$ cat src/rtl/mdsr_pkg.sv
// ----------------------------------------------------------------------------
// mdsr_pkg: shared types and constants for the motor duty step ramp
// Request/result transaction structs, register map codes, duty limits.
// ----------------------------------------------------------------------------
package mdsr_pkg;

    // Duty ceiling used for the percent compare value (per mille)
    localparam int unsigned DUTY_MAX   = 1000;
    // Highest speed step a request may select
    localparam int unsigned STEP_COUNT = 4;

    // Rounding offset and divisor for per mille to percent
    localparam int unsigned PCT_ROUND  = 5;
    localparam int unsigned PCT_DIV    = 10;

    // APB address width: eight 32-bit registers at 4*i
    localparam int unsigned ADDR_W     = 5;
    localparam int unsigned DATA_W     = 32;

    // Request codes
    typedef enum logic [1:0] {
        REQ_SET_STEP = 2'd0,
        REQ_TICK     = 2'd1,
        REQ_STOP     = 2'd2,
        REQ_NONE     = 2'd3
    } req_code_t;

    // Register indexes
    typedef enum logic [2:0] {
        REG_LEVEL_ONE   = 3'd0,
        REG_LEVEL_TWO   = 3'd1,
        REG_LEVEL_THREE = 3'd2,
        REG_LEVEL_FOUR  = 3'd3,
        REG_KICK        = 3'd4,
        REG_INTERVAL    = 3'd5,
        REG_INCREMENT   = 3'd6,
        REG_FREQUENCY   = 3'd7
    } reg_idx_t;

    // Request transaction
    typedef struct packed {
        logic [1:0]        req_type;
        logic signed [7:0] step_request;
        logic [31:0]       now_ms;
    } req_t;

    // Result transaction
    typedef struct packed {
        logic        enabled;
        logic [2:0]  step_now;
        logic [9:0]  duty_now;
        logic [19:0] freq_report;
        logic [6:0]  pwm_percent;
        logic        output_active;
    } rsp_t;

    // Configuration bundle from the register file to the core
    typedef struct packed {
        logic [9:0]  level_one_duty;
        logic [9:0]  level_two_duty;
        logic [9:0]  level_three_duty;
        logic [9:0]  level_four_duty;
        logic [9:0]  kick_duty;
        logic [15:0] ramp_interval;
        logic [9:0]  ramp_increment;
        logic [19:0] pwm_frequency;
    } cfg_t;

endpackage

$ cat src/rtl/motor_duty_step_ramp.sv
// ----------------------------------------------------------------------------
// motor_duty_step_ramp: PWM duty slew limiter with kickstart
// Set-step, tick and stop requests drive a ramped duty; APB configuration.
//
//   channel  direction  payload           handshake
//   req      in         mdsr_pkg::req_t   req_valid / req_stall
//   rsp      out        mdsr_pkg::rsp_t   rsp_valid / rsp_stall
//   apb      in/out     32-bit registers  psel / penable, pready tied high
//
// One request per cycle unless req_stall is high; a result is taken
// through the input register, then the result register.
// Set step and stop always return a result; a tick returns one only when
// ramping is on and the interval has elapsed; request code 3 is dropped.
// Reset clears the duty state and loads register defaults.
// A stalled result holds; the input register keeps accepting while the
// result register is empty or being taken.
// ----------------------------------------------------------------------------
module motor_duty_step_ramp
(
    input  logic                        clk,
    input  logic                        rst_n,
    input  logic                        req_valid,
    output logic                        req_stall,
    input  mdsr_pkg::req_t              req,
    output logic                        rsp_valid,
    input  logic                        rsp_stall,
    output mdsr_pkg::rsp_t              rsp,
    input  logic                        psel,
    input  logic                        penable,
    input  logic                        pwrite,
    input  logic [mdsr_pkg::ADDR_W-1:0] paddr,
    input  logic [mdsr_pkg::DATA_W-1:0] pwdata,
    output logic [mdsr_pkg::DATA_W-1:0] prdata,
    output logic                        pready
);

    mdsr_pkg::cfg_t cfg;

    // Configuration registers
    mdsr_regs u_regs
    (
        .clk     (clk),
        .rst_n   (rst_n),
        .psel    (psel),
        .penable (penable),
        .pwrite  (pwrite),
        .paddr   (paddr),
        .pwdata  (pwdata),
        .prdata  (prdata),
        .pready  (pready),
        .cfg     (cfg)
    );

    // Request processing
    mdsr_core u_core
    (
        .clk       (clk),
        .rst_n     (rst_n),
        .cfg       (cfg),
        .req_valid (req_valid),
        .req_stall (req_stall),
        .req       (req),
        .rsp_valid (rsp_valid),
        .rsp_stall (rsp_stall),
        .rsp       (rsp)
    );

endmodule

$ cat src/rtl/mdsr_regs.sv
// ----------------------------------------------------------------------------
// mdsr_regs: APB configuration registers
// Eight registers at byte offsets 4*i, written on the access phase.
// ----------------------------------------------------------------------------
module mdsr_regs
(
    input  logic                              clk,
    input  logic                              rst_n,
    input  logic                              psel,
    input  logic                              penable,
    input  logic                              pwrite,
    input  logic [mdsr_pkg::ADDR_W-1:0]       paddr,
    input  logic [mdsr_pkg::DATA_W-1:0]       pwdata,
    output logic [mdsr_pkg::DATA_W-1:0]       prdata,
    output logic                              pready,
    output mdsr_pkg::cfg_t                    cfg
);

    mdsr_pkg::cfg_t     cfg_reg;
    mdsr_pkg::reg_idx_t idx;
    logic               wr_en;

    assign pready = 1'b1;
    assign idx    = mdsr_pkg::reg_idx_t'(paddr[4:2]);
    assign wr_en  = psel && penable && pwrite;
    assign cfg    = cfg_reg;

    // Register writes
    always_ff @(posedge clk or negedge rst_n)
    begin
        if (!rst_n)
        begin
            cfg_reg.level_one_duty   <= 10'd250;
            cfg_reg.level_two_duty   <= 10'd500;
            cfg_reg.level_three_duty <= 10'd750;
            cfg_reg.level_four_duty  <= 10'd1000;
            cfg_reg.kick_duty        <= 10'd350;
            cfg_reg.ramp_interval    <= 16'd20;
            cfg_reg.ramp_increment   <= 10'd10;
            cfg_reg.pwm_frequency    <= 20'd20000;
        end
        else if (wr_en)
        begin
            case (idx)
                mdsr_pkg::REG_LEVEL_ONE:   cfg_reg.level_one_duty   <= pwdata[9:0];
                mdsr_pkg::REG_LEVEL_TWO:   cfg_reg.level_two_duty   <= pwdata[9:0];
                mdsr_pkg::REG_LEVEL_THREE: cfg_reg.level_three_duty <= pwdata[9:0];
                mdsr_pkg::REG_LEVEL_FOUR:  cfg_reg.level_four_duty  <= pwdata[9:0];
                mdsr_pkg::REG_KICK:        cfg_reg.kick_duty        <= pwdata[9:0];
                mdsr_pkg::REG_INTERVAL:    cfg_reg.ramp_interval    <= pwdata[15:0];
                mdsr_pkg::REG_INCREMENT:   cfg_reg.ramp_increment   <= pwdata[9:0];
                mdsr_pkg::REG_FREQUENCY:   cfg_reg.pwm_frequency    <= pwdata[19:0];
                default: ;
            endcase
        end
    end

    // Read mux
    always_comb
    begin
        case (idx)
            mdsr_pkg::REG_LEVEL_ONE:   prdata = 32'(cfg_reg.level_one_duty);
            mdsr_pkg::REG_LEVEL_TWO:   prdata = 32'(cfg_reg.level_two_duty);
            mdsr_pkg::REG_LEVEL_THREE: prdata = 32'(cfg_reg.level_three_duty);
            mdsr_pkg::REG_LEVEL_FOUR:  prdata = 32'(cfg_reg.level_four_duty);
            mdsr_pkg::REG_KICK:        prdata = 32'(cfg_reg.kick_duty);
            mdsr_pkg::REG_INTERVAL:    prdata = 32'(cfg_reg.ramp_interval);
            mdsr_pkg::REG_INCREMENT:   prdata = 32'(cfg_reg.ramp_increment);
            mdsr_pkg::REG_FREQUENCY:   prdata = 32'(cfg_reg.pwm_frequency);
            default:                   prdata = '0;
        endcase
    end

endmodule

$ cat src/rtl/mdsr_core.sv
// ----------------------------------------------------------------------------
// mdsr_core: request register, duty state update and result register
// One request per cycle unless stalled; state is updated as a request leaves the input stage.
// ----------------------------------------------------------------------------
module mdsr_core
(
    input  logic           clk,
    input  logic           rst_n,
    input  mdsr_pkg::cfg_t cfg,
    input  logic           req_valid,
    output logic           req_stall,
    input  mdsr_pkg::req_t req,
    output logic           rsp_valid,
    input  logic           rsp_stall,
    output mdsr_pkg::rsp_t rsp
);

    // x/10 as (x*205)>>11, exact for x below 1024; the remainder check only
    // ever raises the quotient
    localparam logic [7:0]  RECIP10   = 8'd205;
    localparam logic [11:0] DIV_C     = 12'(mdsr_pkg::PCT_DIV);
    localparam logic [10:0] ROUND_C   = 11'(mdsr_pkg::PCT_ROUND);
    localparam logic [9:0]  DUTY_CAP  = 10'(mdsr_pkg::DUTY_MAX);
    localparam logic [2:0]  STEP_TOP  = 3'(mdsr_pkg::STEP_COUNT);

    // Input stage
    logic           s1_valid_reg, s1_valid_next;
    mdsr_pkg::req_t s1_reg;

    // Result stage
    logic           rsp_valid_reg, rsp_valid_next;
    mdsr_pkg::rsp_t rsp_reg, rsp_next;

    // Duty state
    logic [9:0]  duty_reg, duty_next;
    logic [9:0]  goal_duty_reg, goal_duty_next;
    logic [2:0]  goal_step_reg, goal_step_next;
    logic        ramp_on_reg, ramp_on_next;
    logic [31:0] last_time_reg, last_time_next;
    logic        live_reg, live_next;

    logic        out_free;
    logic        advance;
    logic        emit;
    logic        live_emit;

    logic [2:0]  clamp_step;
    logic [9:0]  level_sel;
    logic [31:0] elapsed;
    logic        due;
    logic [10:0] up_sum;
    logic [9:0]  up_val;
    logic [9:0]  down_amt;
    logic [9:0]  down_diff;
    logic [9:0]  down_val;
    logic [9:0]  ramp_val;
    logic [9:0]  pct_duty;
    logic [10:0] pct_in;
    logic [18:0] pct_prod;
    logic [7:0]  pct_quo;
    logic [11:0] pct_rem;
    logic [7:0]  pct_fix;

    // Handshake
    assign out_free  = !rsp_valid_reg || !rsp_stall;
    assign advance   = s1_valid_reg && out_free;
    assign req_stall = s1_valid_reg && !out_free;
    assign rsp_valid = rsp_valid_reg;
    assign rsp       = rsp_reg;

    // Step clamp and level lookup
    always_comb
    begin
        if (s1_reg.step_request[7])
            clamp_step = 3'd0;
        else if (s1_reg.step_request > $signed(8'(mdsr_pkg::STEP_COUNT)))
            clamp_step = STEP_TOP;
        else
            clamp_step = s1_reg.step_request[2:0];

        case (clamp_step)
            3'd0:    level_sel = 10'd0;
            3'd1:    level_sel = cfg.level_one_duty;
            3'd2:    level_sel = cfg.level_two_duty;
            3'd3:    level_sel = cfg.level_three_duty;
            default: level_sel = cfg.level_four_duty;
        endcase
    end

    // Interval check and one ramp move toward the goal
    always_comb
    begin
        elapsed   = s1_reg.now_ms - last_time_reg;
        due       = ramp_on_reg && (elapsed >= 32'(cfg.ramp_interval));
        up_sum    = {1'b0, duty_reg} + {1'b0, cfg.ramp_increment};
        up_val    = (up_sum > {1'b0, goal_duty_reg}) ? goal_duty_reg : up_sum[9:0];
        down_amt  = (duty_reg > cfg.ramp_increment) ? cfg.ramp_increment : duty_reg;
        down_diff = duty_reg - down_amt;
        down_val  = (down_diff < goal_duty_reg) ? goal_duty_reg : down_diff;
        if (duty_reg < goal_duty_reg)
            ramp_val = up_val;
        else if (duty_reg > goal_duty_reg)
            ramp_val = down_val;
        else
            ramp_val = duty_reg;
    end

    // Next state per request
    always_comb
    begin
        duty_next      = duty_reg;
        goal_duty_next = goal_duty_reg;
        goal_step_next = goal_step_reg;
        ramp_on_next   = ramp_on_reg;
        last_time_next = last_time_reg;
        live_next      = live_reg;
        live_emit      = live_reg;
        emit           = 1'b0;

        case (mdsr_pkg::req_code_t'(s1_reg.req_type))
            mdsr_pkg::REQ_SET_STEP:
            begin
                emit           = 1'b1;
                goal_step_next = clamp_step;
                goal_duty_next = level_sel;
                if (clamp_step == 3'd0)
                begin
                    if (duty_reg == 10'd0)
                    begin
                        ramp_on_next = 1'b0;
                        live_next    = 1'b0;
                    end
                    else
                        ramp_on_next = 1'b1;
                end
                else
                begin
                    if (duty_reg == 10'd0)
                    begin
                        duty_next      = cfg.kick_duty;
                        live_next      = 1'b1;
                        last_time_next = s1_reg.now_ms;
                    end
                    ramp_on_next = (duty_next != level_sel);
                end
                live_emit = live_next;
            end
            mdsr_pkg::REQ_TICK:
            begin
                if (due)
                begin
                    emit           = 1'b1;
                    last_time_next = s1_reg.now_ms;
                    duty_next      = ramp_val;
                    live_next      = (ramp_val != 10'd0);
                    live_emit      = live_next;
                    ramp_on_next   = (ramp_val != goal_duty_reg);
                end
            end
            mdsr_pkg::REQ_STOP:
            begin
                emit           = 1'b1;
                goal_step_next = 3'd0;
                goal_duty_next = 10'd0;
                duty_next      = 10'd0;
                ramp_on_next   = 1'b0;
                live_next      = 1'b0;
                live_emit      = 1'b0;
            end
            default: ;
        endcase
    end

    // Result fields from the updated state
    always_comb
    begin
        pct_duty = (duty_next > DUTY_CAP) ? DUTY_CAP : duty_next;
        pct_in   = {1'b0, pct_duty} + ROUND_C;
        pct_prod = 19'(pct_in) * 19'(RECIP10);
        pct_quo  = pct_prod[18:11];
        pct_rem  = 12'(pct_in) - 12'(pct_quo) * DIV_C;
        pct_fix  = (pct_rem >= DIV_C) ? pct_quo + 8'd1 : pct_quo;

        rsp_next.enabled       = (goal_step_next != 3'd0) || (duty_next != 10'd0);
        rsp_next.step_now      = goal_step_next;
        rsp_next.duty_now      = duty_next;
        rsp_next.freq_report   = rsp_next.enabled ? cfg.pwm_frequency : 20'd0;
        rsp_next.pwm_percent   = live_emit ? pct_fix[6:0] : 7'd0;
        rsp_next.output_active = live_emit;
    end

    // Stage valid flags
    always_comb
    begin
        s1_valid_next = req_stall ? s1_valid_reg : req_valid;
        if (out_free)
            rsp_valid_next = advance && emit;
        else
            rsp_valid_next = rsp_valid_reg;
    end

    // Control and duty state
    always_ff @(posedge clk or negedge rst_n)
    begin
        if (!rst_n)
        begin
            s1_valid_reg  <= 1'b0;
            rsp_valid_reg <= 1'b0;
            duty_reg      <= 10'd0;
            goal_duty_reg <= 10'd0;
            goal_step_reg <= 3'd0;
            ramp_on_reg   <= 1'b0;
            last_time_reg <= 32'd0;
            live_reg      <= 1'b0;
        end
        else
        begin
            s1_valid_reg  <= s1_valid_next;
            rsp_valid_reg <= rsp_valid_next;
            if (advance)
            begin
                duty_reg      <= duty_next;
                goal_duty_reg <= goal_duty_next;
                goal_step_reg <= goal_step_next;
                ramp_on_reg   <= ramp_on_next;
                last_time_reg <= last_time_next;
                live_reg      <= live_next;
            end
        end
    end

    // Payload registers
    always_ff @(posedge clk)
    begin
        if (req_valid && !req_stall)
            s1_reg <= req;
        if (advance && emit)
            rsp_reg <= rsp_next;
    end

endmodule

$ cat config.mk
export PLATFORM = sky130hd
export DESIGN_NAME = motor_duty_step_ramp
export DESIGN_NICKNAME = d
export VERILOG_FILES = /design/src/rtl/mdsr_pkg.sv /design/src/rtl/motor_duty_step_ramp.sv /design/src/rtl/mdsr_regs.sv /design/src/rtl/mdsr_core.sv
export SDC_FILE = /design/constraint.sdc
export NUM_CORES = 1
export LEC_CHECK = 0
export BUFFER_PORTS_ARGS = -buffer_cell sky130_fd_sc_hd__buf_4
export CORE_AREA = 8 8 232 234
export CTS_CLUSTER_SIZE = 12
export DETAILED_ROUTE_END_ITERATION = 12
export DIE_AREA = 0 0 240 242
export GPL_ROUTABILITY_DRIVEN = 0
export PLACE_DENSITY = 0.56
export SETUP_SLACK_MARGIN = 0.3
export SLEW_MARGIN = 20
export SYNTH_ARGS = -nofsm -noshare
export SYNTH_HDL_FRONTEND = slang
export SYNTH_SLANG_ARGS = --single-unit
$ cat constraint.sdc
create_clock -name clk -period 17.3 [get_ports clk]
set_clock_uncertainty 0.15 [all_clocks]
set_input_delay 3.46 -clock clk [delete_from_list [all_inputs] [get_ports clk]]
set_output_delay 3.46 -clock clk [all_outputs]
set_load 0.01 [all_outputs]
==> metrics <==
most frequent cell after synthesis ha_1; Clock Pin Slew Worst Setup and Hold Paths 60 ps; Final ANT Viol Nets 0; Initial DRC Count 957; # hold bufs at CTS 0; slew margin rel. 0.304; CP Launch Type flip-flop; Synth Warn # 0; WL/cell 19.9 um; Largest register FFs 96; area share of the largest cell type after synthesis 0.157; largest family of logic cells by synthesized area compound AO/OA/AOI/OAI gates; cell taking the most area after synthesis dfrtp_1; # diodes 0; Cells after Synth 1,936; Congestion Overflow GR 0; Post-synth EDFFs 84; Core Region 0.0505 mm^2; vias in the first global route 15,300; Final WS setup 1480 ps; compound-cell area share of the yosys netlist 0.178; Worst Hold Class flip-flop to flip-flop; Worst-Skew Late Latency 560 ps; GRT Util Overall 0.185; Adder-Cell Fraction of Synth Area 0.150; Post-Synth XOR/XNOR Area 0.0425; NumNets Final 2,357; RSZ-0062 raised after global routing false; TritonCTS buffer count 28; multiplexer share of the synthesized area 0.0821; Tcrit/Tclk final 0.915; crit path max-delay cell type fa_1; Worst Path Required 17,460 ps; hold_sp u_core.s1_reg[30]; Final Hold Violating Endpoints 0; TritonCTS sink count 239; Total Neg Setup Slack 0 ps; Main synth FF type dfrtp_1; setup slack at placement 1080 ps; largest net degree at the start of global routing 89; chip width 240 um; highest cell delay on the worst timing path 560 ps; initial antenna violation count 0; detail-routed via count per cell 5.47; worst-margin pin slew 1040 ps; sequential share of the synthesized area 0.352; Syn Area/Cell 9.47 um^2; CP most frequent cell ha_1; via count 15,100; first-pass GRT wire length 86,500 um; WL final 55,000 um; number of synthesized register bits 239; R2R Path Start u_regs.cfg[28]; CTS tree built; Critical Path Start u_regs.cfg[28]; Unique masters post-synth 99; io pins 163; HPWL Detailed 42,600 um; die height 242 um; Final Util 0.420; Max Slew Vio Count 0; minimum clock period 15,820 ps; clock root buffer clkbuf_16; Bufs on Longest Clock Path 3; top cells by area, synth dfrtp_1 16%, edfxtp_1 14%, ha_1 13%; TritonRoute pass-1 iters 8; Port Buf Inserts 135; die area 0.0581 mm^2; # Post-CTS Setup Buffers 0; Arrival @ worst endpoint 15,990 ps; commonest cells in the netlist 185 x ha_1, 173 x nand2_1, 156 x inv_1, 146 x nor2_1, 119 x o21ai_0; Fmax achieved 63.2 MHz; setup violators final 0; Max Cap Viol 0; fraction of synthesis flops using an asynchronous set or reset pin 0.649; status completed; largest fanout on the critical path 10; DRC Markers 0; CTS-repair resized insts 0; critical setup path kind flip-flop to flip-flop; H-tree levels 1; cell row count 83; synthesized area 0.0183 mm^2; Worst Setup End Kind flip-flop; layout cells sized above 1 0.191; initial core utilization 0.363; post-synthesis simple-gate area fraction 0.141; Area growth syn-to-layout 15.7%
worst paths after layout:
path	to	slack, ps	cells past startpoint
hold / removal	u_core.last_time_reg[30]	350	2
min in group asynchronous	u_regs.cfg[44]	2830	1
hold reg to reg	u_core.last_time_reg[30]	350	2
max in group asynchronous	u_core.goal_duty_reg[3]	12680	2
setup / recovery	u_core.rsp[7]	1480	69
setup reg to reg	u_core.rsp[7]	1480	69
cells by family after synthesis:
group | count (synthesis)
flip-flops | 239
other | 2
multiplexers | 131
buffers and inverters | 243
AND/OR/NAND/NOR | 541
adder cells (fa/ha/maj) | 207
AO/OA/AOI/OAI | 484
XOR/XNOR | 89
layout make-up:
type,count,area [um^2]
fillers,5026,29300
inverters,157,589
clock buffers,41,822
repair buffers,168,1260
multi-input cells,1470,11100
flip-flops and latches,239,6450
well taps,680,851
clock inverters,11,154
placed cells by master (no fill, tap or decap), types with 7 or more instances in the layout:
cell       count
a211oi_1      22
a21o_1        33
a21oi_1      116
a221oi_1      16
a22o_1        12
a31oi_1       16
and2_1        31
and3_1        13
buf_4        167
clkbuf_1       8
clkbuf_16     30
conb_1        18
dfrtp_1      115
dfstp_2       40
edfxtp_1      84
fa_1          22
ha_1         184
inv_1        156
mux2_2        95
mux2i_1       30
nand2_1      173
nand2b_1      16
nand3_1       36
nand4_1       19
nor2_1       145
nor2b_1       12
nor3_1        34
nor4_1        10
o211a_1        7
o211ai_1      21
o21a_1        15
o21ai_0      118
o22ai_1       10
xnor2_1       50
xor2_1        38
worst max-delay path: cells and delay by family (launching register included):
family                   cells  cell delay [ps]
XOR/XNOR                     4              810
AO/OA/AOI/OAI               23             4440
multiplexers                 1              210
adder cells (fa/ha/maj)     13             4760
flip-flops                   1              450
AND/OR/NAND/NOR             19             3520
buffers and inverters        9             1200
per-stage QoR:
stage          instances  cell area, um^2  hold slack (ps)
2_1_floorplan       1952            18400              309
3_3_place_gp        2714            20200              326
3_5_place_dp        2714            20200              335
4_1_cts             2766            21200              352
5_1_grt             2766            21200              364
6_report            2766            21200              347
layer usage:
layer	vias to the layer above	global-route usage	wire, um
met1	7374	0.243	24200
met4	0	0.0619	1820
met3	100	0.0247	2840
li1	7229	-	-
met5	-	0	0
met2	440	0.310	26100
Power is left out: the tool's default activity adds up to more than one toggle a clock period on the data nets, which glitch-free logic cannot reach.
